**src/hw/rtl/tscd_pkg.sv**
```systemverilog
// ----------------------------------------------------------------------------
// tscd_pkg: shared types and constants
// Frame length, status and presence codes, queue record and the CRC-8 step.
// ----------------------------------------------------------------------------
package tscd_pkg;

  // scratchpad frame: data bytes followed by one CRC byte
  localparam int unsigned FRAME_BYTES = 9;
  localparam int unsigned POS_W       = 4;
  localparam logic [POS_W-1:0] LAST_POS = POS_W'(FRAME_BYTES - 1);

  localparam int unsigned LIMIT_W = 4;
  localparam logic [LIMIT_W-1:0] RETRY_LIMIT_RST = LIMIT_W'(10);
  localparam logic [LIMIT_W-1:0] MISMATCH_MAX    = {LIMIT_W{1'b1}};

  // reflected x^8+x^5+x^4+1
  localparam logic [7:0] CRC_POLY_REFL = 8'h8C;

  localparam int unsigned QUEUE_DEPTH = 4;
  localparam int unsigned QPTR_W      = $clog2(QUEUE_DEPTH);
  localparam int unsigned QCNT_W      = QPTR_W + 1;

  // operation codes
  localparam logic OP_PRESENCE = 1'b0;
  localparam logic OP_BYTE     = 1'b1;

  // presence codes
  localparam logic [1:0] PRES_OK    = 2'd0;
  localparam logic [1:0] PRES_SHORT = 2'd1;
  localparam logic [1:0] PRES_NONE  = 2'd2;

  typedef logic [2:0] status_t;
  localparam status_t ST_OK        = 3'd0;
  localparam status_t ST_SHORT     = 3'd1;
  localparam status_t ST_CRC_FINAL = 3'd2;
  localparam status_t ST_NO_DEVICE = 3'd3;
  localparam status_t ST_RETRY     = 3'd4;

  // one pending result between front and back
  typedef struct packed {
    status_t     status;
    logic [15:0] raw;
  } rec_t;

  function automatic logic [7:0] crc8_update(input logic [7:0] crc, input logic [7:0] data);
    logic [7:0] c;
    c = crc ^ data;
    for (int b = 0; b < 8; b++) begin
      c = c[0] ? ((c >> 1) ^ CRC_POLY_REFL) : (c >> 1);
    end
    return c;
  endfunction

endpackage

```
**src/hw/rtl/tscd_in_if.sv**
```systemverilog
// ----------------------------------------------------------------------------
// tscd_in_if: input item channel
// Valid/ready channel carrying the operation, presence code and data byte.
// ----------------------------------------------------------------------------
interface tscd_in_if;
  logic       valid;
  logic       ready;
  logic       operation;
  logic [1:0] presence_code;
  logic [7:0] data_byte;

  modport source (output valid, operation, presence_code, data_byte, input ready);
  modport sink   (input valid, operation, presence_code, data_byte, output ready);
endinterface

```
**src/hw/rtl/tscd_out_if.sv**
```systemverilog
// ----------------------------------------------------------------------------
// tscd_out_if: result item channel
// Valid/ready channel carrying the status and the temperature in tenths.
// ----------------------------------------------------------------------------
interface tscd_out_if;
  logic               valid;
  logic               ready;
  logic [2:0]         status;
  logic signed [15:0] temperature_tenths;

  modport source (output valid, status, temperature_tenths, input ready);
  modport sink   (input valid, status, temperature_tenths, output ready);
endinterface

```
**src/hw/rtl/temp_scratchpad_crc_decoder.sv**
```systemverilog
// ----------------------------------------------------------------------------
// temp_scratchpad_crc_decoder: scratchpad CRC check and temperature decode
// Checks a sensor scratchpad frame with CRC-8 and reports status/temperature.
// ----------------------------------------------------------------------------
// Usage:
//   in_chan carries one item per handshake: a presence result (operation 0)
//   or one scratchpad byte (operation 1). Send a presence result, then the
//   frame bytes in order; the last byte is the CRC over the ones before it.
//   out_chan returns one item per shorted bus, missing device, or frame end:
//   status plus temperature in tenths of a degree (zero unless status ok).
//   cfg_we/cfg_wdata write retry_limit; write it only while the block is idle.
// Timing:
//   One item is accepted per cycle while the result queue has room. The edge
//   that accepts the causing item writes its result into the result queue;
//   the output register is loaded from the queue, after the temperature
//   scaling, when it is empty or being drained.
// Reset:
//   rst_n (synchronous, active low) restarts the frame, clears the mismatch
//   count and loads retry_limit with 10. The queue and output empty.
// Stall:
//   A stalled receiver holds the output item; results collect in a
//   four-entry queue, and in_chan.ready drops only when that queue is full.
// ----------------------------------------------------------------------------
module temp_scratchpad_crc_decoder (
  input  logic                        clk,
  input  logic                        rst_n,
  tscd_in_if.sink                     in_chan,
  tscd_out_if.source                  out_chan,
  input  logic                        cfg_we,
  input  logic [tscd_pkg::LIMIT_W-1:0] cfg_wdata
);

  logic           push_valid;
  logic           push_ready;
  tscd_pkg::rec_t push_rec;
  logic           pop_valid;
  logic           pop_ready;
  tscd_pkg::rec_t pop_rec;

  // front: frame position, CRC, mismatch count and classification
  tscd_front u_front (
    .clk        (clk),
    .rst_n      (rst_n),
    .in_chan    (in_chan),
    .cfg_we     (cfg_we),
    .cfg_wdata  (cfg_wdata),
    .push_valid (push_valid),
    .push_rec   (push_rec),
    .push_ready (push_ready)
  );

  // queue: decouple intake from the result side
  tscd_queue u_queue (
    .clk        (clk),
    .rst_n      (rst_n),
    .push_valid (push_valid),
    .push_rec   (push_rec),
    .push_ready (push_ready),
    .pop_valid  (pop_valid),
    .pop_rec    (pop_rec),
    .pop_ready  (pop_ready)
  );

  // back: scale raw word to tenths and hold the result for the receiver
  tscd_back u_back (
    .clk       (clk),
    .rst_n     (rst_n),
    .pop_valid (pop_valid),
    .pop_rec   (pop_rec),
    .pop_ready (pop_ready),
    .out_chan  (out_chan)
  );

endmodule

```
**src/hw/rtl/tscd_front.sv**
```systemverilog
// ----------------------------------------------------------------------------
// tscd_front: item intake and classification
// Tracks the frame position and running CRC, counts mismatches and pushes
// one record per result into the queue.
// ----------------------------------------------------------------------------
module tscd_front (
  input  logic                        clk,
  input  logic                        rst_n,
  tscd_in_if.sink                     in_chan,
  input  logic                        cfg_we,
  input  logic [tscd_pkg::LIMIT_W-1:0] cfg_wdata,
  output logic                        push_valid,
  output tscd_pkg::rec_t              push_rec,
  input  logic                        push_ready
);

  logic [tscd_pkg::POS_W-1:0]   pos_r, pos_nxt;
  logic [7:0]                   crc_r, crc_nxt;
  logic [7:0]                   lo_r, lo_nxt;
  logic [7:0]                   hi_r, hi_nxt;
  logic [tscd_pkg::LIMIT_W-1:0] mis_r, mis_nxt;
  logic [tscd_pkg::LIMIT_W-1:0] limit_r, limit_nxt;
  logic [tscd_pkg::LIMIT_W-1:0] mis_inc;
  logic                         take;

  // accept whenever the queue has room
  assign in_chan.ready = push_ready;
  assign take          = in_chan.valid & push_ready;
  assign mis_inc       = (mis_r < tscd_pkg::MISMATCH_MAX) ? mis_r + 1'b1 : mis_r;

  always_comb begin
    pos_nxt         = pos_r;
    crc_nxt         = crc_r;
    lo_nxt          = lo_r;
    hi_nxt          = hi_r;
    mis_nxt         = mis_r;
    limit_nxt       = cfg_we ? cfg_wdata : limit_r;
    push_valid      = 1'b0;
    push_rec.status = tscd_pkg::ST_OK;
    push_rec.raw    = {hi_r, lo_r};
    if (take) begin
      if (in_chan.operation == tscd_pkg::OP_PRESENCE) begin
        pos_nxt = '0;
        crc_nxt = '0;
        case (in_chan.presence_code)
          tscd_pkg::PRES_OK: begin
          end
          tscd_pkg::PRES_SHORT: begin
            push_valid      = 1'b1;
            push_rec.status = tscd_pkg::ST_SHORT;
          end
          default: begin
            push_valid      = 1'b1;
            push_rec.status = tscd_pkg::ST_NO_DEVICE;
          end
        endcase
      end else if (pos_r < tscd_pkg::LAST_POS) begin
        if (pos_r == '0) lo_nxt = in_chan.data_byte;
        if (pos_r == tscd_pkg::POS_W'(1)) hi_nxt = in_chan.data_byte;
        crc_nxt = tscd_pkg::crc8_update(crc_r, in_chan.data_byte);
        pos_nxt = pos_r + 1'b1;
      end else begin
        pos_nxt    = '0;
        crc_nxt    = '0;
        push_valid = 1'b1;
        if (crc_r == in_chan.data_byte) begin
          mis_nxt         = '0;
          push_rec.status = tscd_pkg::ST_OK;
        end else if (mis_inc < limit_r) begin
          mis_nxt         = mis_inc;
          push_rec.status = tscd_pkg::ST_RETRY;
        end else begin
          mis_nxt         = '0;
          push_rec.status = tscd_pkg::ST_CRC_FINAL;
        end
      end
    end
  end

  always_ff @(posedge clk) begin
    if (!rst_n) begin
      pos_r   <= '0;
      crc_r   <= '0;
      mis_r   <= '0;
      limit_r <= tscd_pkg::RETRY_LIMIT_RST;
    end else begin
      pos_r   <= pos_nxt;
      crc_r   <= crc_nxt;
      mis_r   <= mis_nxt;
      limit_r <= limit_nxt;
    end
  end

  // temperature bytes hold payload only
  always_ff @(posedge clk) begin
    lo_r <= lo_nxt;
    hi_r <= hi_nxt;
  end

endmodule

```
**src/hw/rtl/tscd_queue.sv**
```systemverilog
// ----------------------------------------------------------------------------
// tscd_queue: short result queue
// Register FIFO that lets the front and the back stall independently.
// ----------------------------------------------------------------------------
module tscd_queue (
  input  logic           clk,
  input  logic           rst_n,
  input  logic           push_valid,
  input  tscd_pkg::rec_t push_rec,
  output logic           push_ready,
  output logic           pop_valid,
  output tscd_pkg::rec_t pop_rec,
  input  logic           pop_ready
);

  tscd_pkg::rec_t              slot_r [tscd_pkg::QUEUE_DEPTH];
  logic [tscd_pkg::QPTR_W-1:0] wr_ptr_r, wr_ptr_nxt;
  logic [tscd_pkg::QPTR_W-1:0] rd_ptr_r, rd_ptr_nxt;
  logic [tscd_pkg::QCNT_W-1:0] cnt_r, cnt_nxt;
  logic                        do_push;
  logic                        do_pop;

  assign push_ready = (cnt_r != tscd_pkg::QCNT_W'(tscd_pkg::QUEUE_DEPTH));
  assign pop_valid  = (cnt_r != '0);
  assign pop_rec    = slot_r[rd_ptr_r];
  assign do_push    = push_valid & push_ready;
  assign do_pop     = pop_valid & pop_ready;

  always_comb begin
    wr_ptr_nxt = do_push ? wr_ptr_r + 1'b1 : wr_ptr_r;
    rd_ptr_nxt = do_pop ? rd_ptr_r + 1'b1 : rd_ptr_r;
    cnt_nxt    = cnt_r;
    if (do_push && !do_pop) cnt_nxt = cnt_r + 1'b1;
    if (!do_push && do_pop) cnt_nxt = cnt_r - 1'b1;
  end

  always_ff @(posedge clk) begin
    if (!rst_n) begin
      wr_ptr_r <= '0;
      rd_ptr_r <= '0;
      cnt_r    <= '0;
    end else begin
      wr_ptr_r <= wr_ptr_nxt;
      rd_ptr_r <= rd_ptr_nxt;
      cnt_r    <= cnt_nxt;
    end
  end

  always_ff @(posedge clk) begin
    if (do_push) slot_r[wr_ptr_r] <= push_rec;
  end

endmodule

```
**src/hw/rtl/tscd_back.sv**
```systemverilog
// ----------------------------------------------------------------------------
// tscd_back: temperature decode and result register
// Pops a record, scales the raw word to tenths and holds it for the receiver.
// ----------------------------------------------------------------------------
module tscd_back (
  input  logic           clk,
  input  logic           rst_n,
  input  logic           pop_valid,
  input  tscd_pkg::rec_t pop_rec,
  output logic           pop_ready,
  tscd_out_if.source     out_chan
);

  logic                  out_valid_r, out_valid_nxt;
  tscd_pkg::status_t     status_r;
  logic signed [15:0]    tenths_r;
  logic signed [15:0]    whole;
  logic signed [15:0]    tenths;
  logic                  load;

  // refill the output register when empty or being drained
  assign pop_ready = ~out_valid_r | out_chan.ready;
  assign load      = pop_valid & pop_ready;

  always_comb begin
    // whole degrees: arithmetic shift of the signed raw word
    whole  = $signed(pop_rec.raw) >>> 4;
    tenths = (whole <<< 3) + (whole <<< 1) + (pop_rec.raw[3] ? 16'sd5 : 16'sd0);
    if (pop_rec.status != tscd_pkg::ST_OK) tenths = '0;
    out_valid_nxt = load | (out_valid_r & ~out_chan.ready);
  end

  always_ff @(posedge clk) begin
    if (!rst_n) begin
      out_valid_r <= 1'b0;
    end else begin
      out_valid_r <= out_valid_nxt;
    end
  end

  always_ff @(posedge clk) begin
    if (load) begin
      status_r <= pop_rec.status;
      tenths_r <= tenths;
    end
  end

  assign out_chan.valid              = out_valid_r;
  assign out_chan.status             = status_r;
  assign out_chan.temperature_tenths = tenths_r;

endmodule

```
**src/flat_wrapper.sv**
```systemverilog
// flat-port wrapper written by rule: the top's interface ports become plain ports
module temp_scratchpad_crc_decoder_flat 
  (clk, rst_n, cfg_we, cfg_wdata, in_chan_valid, in_chan_operation, in_chan_presence_code, in_chan_data_byte, in_chan_ready, out_chan_valid, out_chan_status, out_chan_temperature_tenths, out_chan_ready);
  tscd_in_if in_chan_i ();
  tscd_out_if out_chan_i ();
  input  logic clk;
  input  logic rst_n;
  input  logic cfg_we;
  input  logic [tscd_pkg::LIMIT_W-1:0] cfg_wdata;
  input wire logic [$bits(in_chan_i.valid)-1:0] in_chan_valid;
  input wire logic [$bits(in_chan_i.operation)-1:0] in_chan_operation;
  input wire logic [$bits(in_chan_i.presence_code)-1:0] in_chan_presence_code;
  input wire logic [$bits(in_chan_i.data_byte)-1:0] in_chan_data_byte;
  output wire logic [$bits(in_chan_i.ready)-1:0] in_chan_ready;
  output wire logic [$bits(out_chan_i.valid)-1:0] out_chan_valid;
  output wire logic [$bits(out_chan_i.status)-1:0] out_chan_status;
  output wire logic [$bits(out_chan_i.temperature_tenths)-1:0] out_chan_temperature_tenths;
  input wire logic [$bits(out_chan_i.ready)-1:0] out_chan_ready;
  assign in_chan_i.valid = in_chan_valid;
  assign in_chan_i.operation = in_chan_operation;
  assign in_chan_i.presence_code = in_chan_presence_code;
  assign in_chan_i.data_byte = in_chan_data_byte;
  assign in_chan_ready = in_chan_i.ready;
  assign out_chan_valid = out_chan_i.valid;
  assign out_chan_status = out_chan_i.status;
  assign out_chan_temperature_tenths = out_chan_i.temperature_tenths;
  assign out_chan_i.ready = out_chan_ready;
  temp_scratchpad_crc_decoder u_core (.clk(clk), .rst_n(rst_n), .in_chan(in_chan_i), .out_chan(out_chan_i), .cfg_we(cfg_we), .cfg_wdata(cfg_wdata));
endmodule
```
**config.mk**
```make
export PLATFORM = sky130hd
export DESIGN_NAME = temp_scratchpad_crc_decoder_flat
export DESIGN_NICKNAME = d
export VERILOG_FILES = /design/src/hw/rtl/tscd_pkg.sv /design/src/hw/rtl/tscd_in_if.sv /design/src/hw/rtl/tscd_out_if.sv /design/src/hw/rtl/temp_scratchpad_crc_decoder.sv /design/src/hw/rtl/tscd_front.sv /design/src/hw/rtl/tscd_queue.sv /design/src/hw/rtl/tscd_back.sv /design/src/flat_wrapper.sv
export SDC_FILE = /design/constraint.sdc
export NUM_CORES = 1
export LEC_CHECK = 0
export BUFFER_PORTS_ARGS = -buffer_cell sky130_fd_sc_hd__buf_2
export CORE_MARGIN = 2
export CORE_UTILIZATION = 58
export DETAILED_ROUTE_END_ITERATION = 12
export HOLD_SLACK_MARGIN = 0.05
export MAX_ROUTING_LAYER = met4
export PLACE_DENSITY = 0.83
export SLEW_MARGIN = 20
export SYNTH_ARGS = -nofsm -noshare
export SYNTH_HDL_FRONTEND = slang
export SYNTH_SLANG_ARGS = --single-unit
```
**constraint.sdc**
```tcl
create_clock -name clk -period 7.48 [get_ports clk]
set_clock_uncertainty 0.1 [all_clocks]
set_input_delay 1.496 -clock clk [delete_from_list [all_inputs] [get_ports clk]]
set_output_delay 1.496 -clock clk [all_outputs]
set_load 0.1 [all_outputs]
```
==> results.md <==
- Fin crit share: 47.1%
- Critical path endpoint category: flop
- Slew headroom: 47.1%
- Post-Syn Nets: 449
- Synth cell types: 46
- Syn_area_per_cell: 13.9 um2
- Register area share after synthesis: 62.0%
- Drt drc: 0
- Dpl ws: 3.31 ns
- 1st-iter DRT viols: 204
- Max clock buf depth: 2
- Worst Setup Start Kind: flop
- Global Route Usage Sum: 21.4%
- Status: finished, final reports clean
- Worst-margin pin slew: 0.793 ns
- WL final: 9.60 mm
- Cell Area, Synth: 5610 um2
- Root buf cell: clkbuf_8
- Met1 usage: 25.5%
- Ports: 41
- GRT overflow: 0
- IO Port Bufs: 40
- CTS buffer count: 17
- Die area: 10,500 um2
- Hold WC Path Type: flop to flop
- Initial Utilization: 60.2%
- FMAX: 284 MHz
- CTS Sinks: 126
- Max rail drop VDD: 0.277 mV
- Synth async-reset ratio: 0%
- Die width: 102 um
- DR WL/cell: 16.2 um
- Final worst slack: 3.96 ns
- EDFF count, synth: 96
- First-pass GRT wire length: 16.2 mm
- Critical path's slowest cell: dfxtp_1
- Number of global-route vias before repair: 3,400
- Cell row count: 35
- CTS Hold Bufs: 0
- Final hold violation count: 0
- Syn. warnings: 0
- Crit-path max FO: 16
- Cells after synthesis: 403
- Synth Register Bits: 126
- Post-synthesis compound-gate area fraction: 6.37%
- Crit-path max cell delay: 0.83 ns
- H-tree levels: 4
- Met3 Resource Use GR: 5.61%
- Post-synthesis simple-gate area fraction: 10.8%
- Detailed Routing Iterations Pass 1: 4
- Final min period: 3.52 ns
- RSZ-0062 raised after global routing: no
- Max-slew violations: 0
- CTS resizes: 0
- Setup violators final: 0
- Synth-to-Final Area Change: 15.3%
- Sum Neg Setup Slack: 0 ns
- Lkg Pwr: 2.36 nW
- Largest net degree at the start of global routing: 31
- Met2 Use GR: 35.0%
- CTS clock-pin slew for the worst setup and hold paths: 0.06 ns
- Die height: 102 um
- Number of antenna-violating nets in the routed design: 0
- Share of cells above drive strength 1: 19.0%
- Worst endpoint data arrival time: 3.77 ns
- PD cells: 435 nW/um2
- Worst path cell trace: mux4_1 > ha_1 > inv_1 > fa_1 > nor2b_4 > o31ai_1 > a21oi_1 > or4_1 > and3_1 > nor3_1
- RePlAce Congestion: 0.796
- Largest family of logic cells by synthesized area: simple AND/OR/NAND/NOR gates
- Drt via density: 5.57
- Fillers: 601
- Core region area: 9330 um2
- CP Class: flop to flop
- Synth Flop Type: edfxtp_1
- Nets: 498
- Antenna diodes: 0
- Synth Area in Adders: 6.06%
- Worst-Skew Late Latency: 0.51 ns
- Top delay family on crit path: simple AND/OR/NAND/NOR gates
- Post-synthesis mux area share: 7.71%
- CTS tree: done
- Initial antenna violation count: 0
- Detailed-route via count: 3,303
- Max_cap viols: 0
- Xor and xnor area share after synthesis: 4.68%
- Post-CTS Setup Inserts: 0
- Layer with the highest usage: met2
- Dpl hpwl: 6.55 mm
- Worst path buffer plus inverter count: 1
- Critical Path RT: 7.73 ns
where the power goes:
| part | total [mW] | switching [mW] | leakage (nW) | internal, mW |
|---|---|---|---|---|
| logic | 1.14 | 0.811 | 0.966 | 0.327 |
| clock network | 0.751 | 0.283 | 0.259 | 0.468 |
| registers | 0.929 | 0.0468 | 1.13 | 0.882 |
stage by stage:
step                power, mW  area [um2]  util [%]  hold slack (ns)  instances
finish                   2.82        6470      69.4            0.385        593
global route             2.95        6470      69.4            0.406        593
CTS                      2.82        6470      69.3            0.385        593
detailed placement       2.07        5920      63.5            0.372        562
global placement         2.03        5920      63.5            0.368        562
floorplan                1.90        5610         -            0.353        403
synth_stat cells (2+ instances only):
cell type | number | area, um2
a211oi_1 | 5 | 37.5
a21boi_0 | 4 | 30.0
a21o_1 | 3 | 22.5
a21oi_1 | 9 | 45.0
and2_1 | 17 | 106
and3_1 | 4 | 25.0
buf_6 | 3 | 33.8
clkbuf_1 | 7 | 26.3
dfxtp_1 | 30 | 601
edfxtp_1 | 96 | 2880
fa_1 | 2 | 40.0
ha_1 | 24 | 300
inv_1 | 18 | 67.6
mux2i_1 | 5 | 50.1
mux4_1 | 3 | 78.8
mux4_2 | 13 | 293
nand2_1 | 23 | 86.3
nand2b_1 | 3 | 18.8
nand3_1 | 11 | 55.1
nand4_1 | 3 | 18.8
nor2_1 | 20 | 75.1
nor2b_1 | 10 | 62.6
nor3_1 | 10 | 50.1
nor3_2 | 2 | 20.0
o211ai_1 | 2 | 15.0
o21a_1 | 5 | 37.5
o21ai_0 | 18 | 90.1
o2bb2ai_1 | 4 | 35.0
o31ai_1 | 2 | 15.0
or3_1 | 3 | 18.8
xnor2_1 | 23 | 201
xor2_1 | 7 | 61.3
registers in the layout, indices dropped and copies added, names as in the netlist, 4 cells and up, named ones only:
name / cells
u_core.u_front.mis_r: 4
u_core.u_front.lo_r: 5
u_core.u_front.crc_r: 8
u_core.u_front.pos_r: 4
u_core.u_back.out_chan.temperature_tenths: 16
u_core.u_front.hi_r: 8
u_core.u_queue.slot_r: 64
u_core.u_front.limit_r: 4
worst paths after layout:
| check | from | endpoint | slack [ns] | depth (start not counted) |
|---|---|---|---|---|
| min reg2reg | u_core.u_front.crc_r[1]$_SDFFE_PN0P_ | u_core.u_front.crc_r[1]$_SDFFE_PN0P_ | 0.39 | 1 |
| max reg2reg | flop | u_core.u_back.out_chan.temperature_tenths[12]$_SDFFCE_PP0P_ | 3.96 | 10 |
| min | u_core.u_front.crc_r[1]$_SDFFE_PN0P_ | u_core.u_front.crc_r[1]$_SDFFE_PN0P_ | 0.39 | 1 |
| max | flop | u_core.u_back.out_chan.temperature_tenths[12]$_SDFFCE_PP0P_ | 3.96 | 10 |
layer usage:
layer	share of wire, %	routed length (um)
met1	44	4250
met2	50	4820
met3	3.6	343
met4	2.0	191
met5	0	0
cell type report:
cell class / count / area (um2) / area share [%]
inverter: 18 / 67.6 / 1.04
multi-input combinational: 248 / 2010 / 31.0
sequential: 126 / 3480 / 53.8
tap: 129 / 161 / 2.49
timing repair buffer: 41 / 208 / 3.21
clock inverter: 12 / 123 / 1.89
clock buffer: 19 / 422 / 6.51
cells in the final DEF (no fill, tap or decap), drive strengths merged, types with 7 or more instances in the layout:
cell / synthesis / final
nand2: 24 / 24
inv: 18 / 18
and2: 17 / 17
nor2b: 11 / 11
buf: 4 / 41
nor3: 12 / 12
ha: 24 / 24
xor2: 7 / 7
o21ai: 18 / 18
mux4: 16 / 16
nand3: 11 / 11
edfxtp: 96 / 96
xnor2: 23 / 23
dfxtp: 30 / 30
nor2: 20 / 20
clkbuf: 7 / 19
a21oi: 9 / 9
clkinv: 0 / 7
cell families (layout without fill, tap and decap cells):
| family | count (synthesis) | count (layout) |
|---|---|---|
| DFF | 126 | 126 |
| and+or+nand+nor | 114 | 114 |
| AOI/OAI and AO/OA | 56 | 56 |
| xor gates and xnor gates | 30 | 30 |
| buffers and inverters | 29 | 90 |
| adders and majority gates | 26 | 26 |
| muxes | 22 | 22 |
Note: power is estimated with default switching activity, not from simulation.
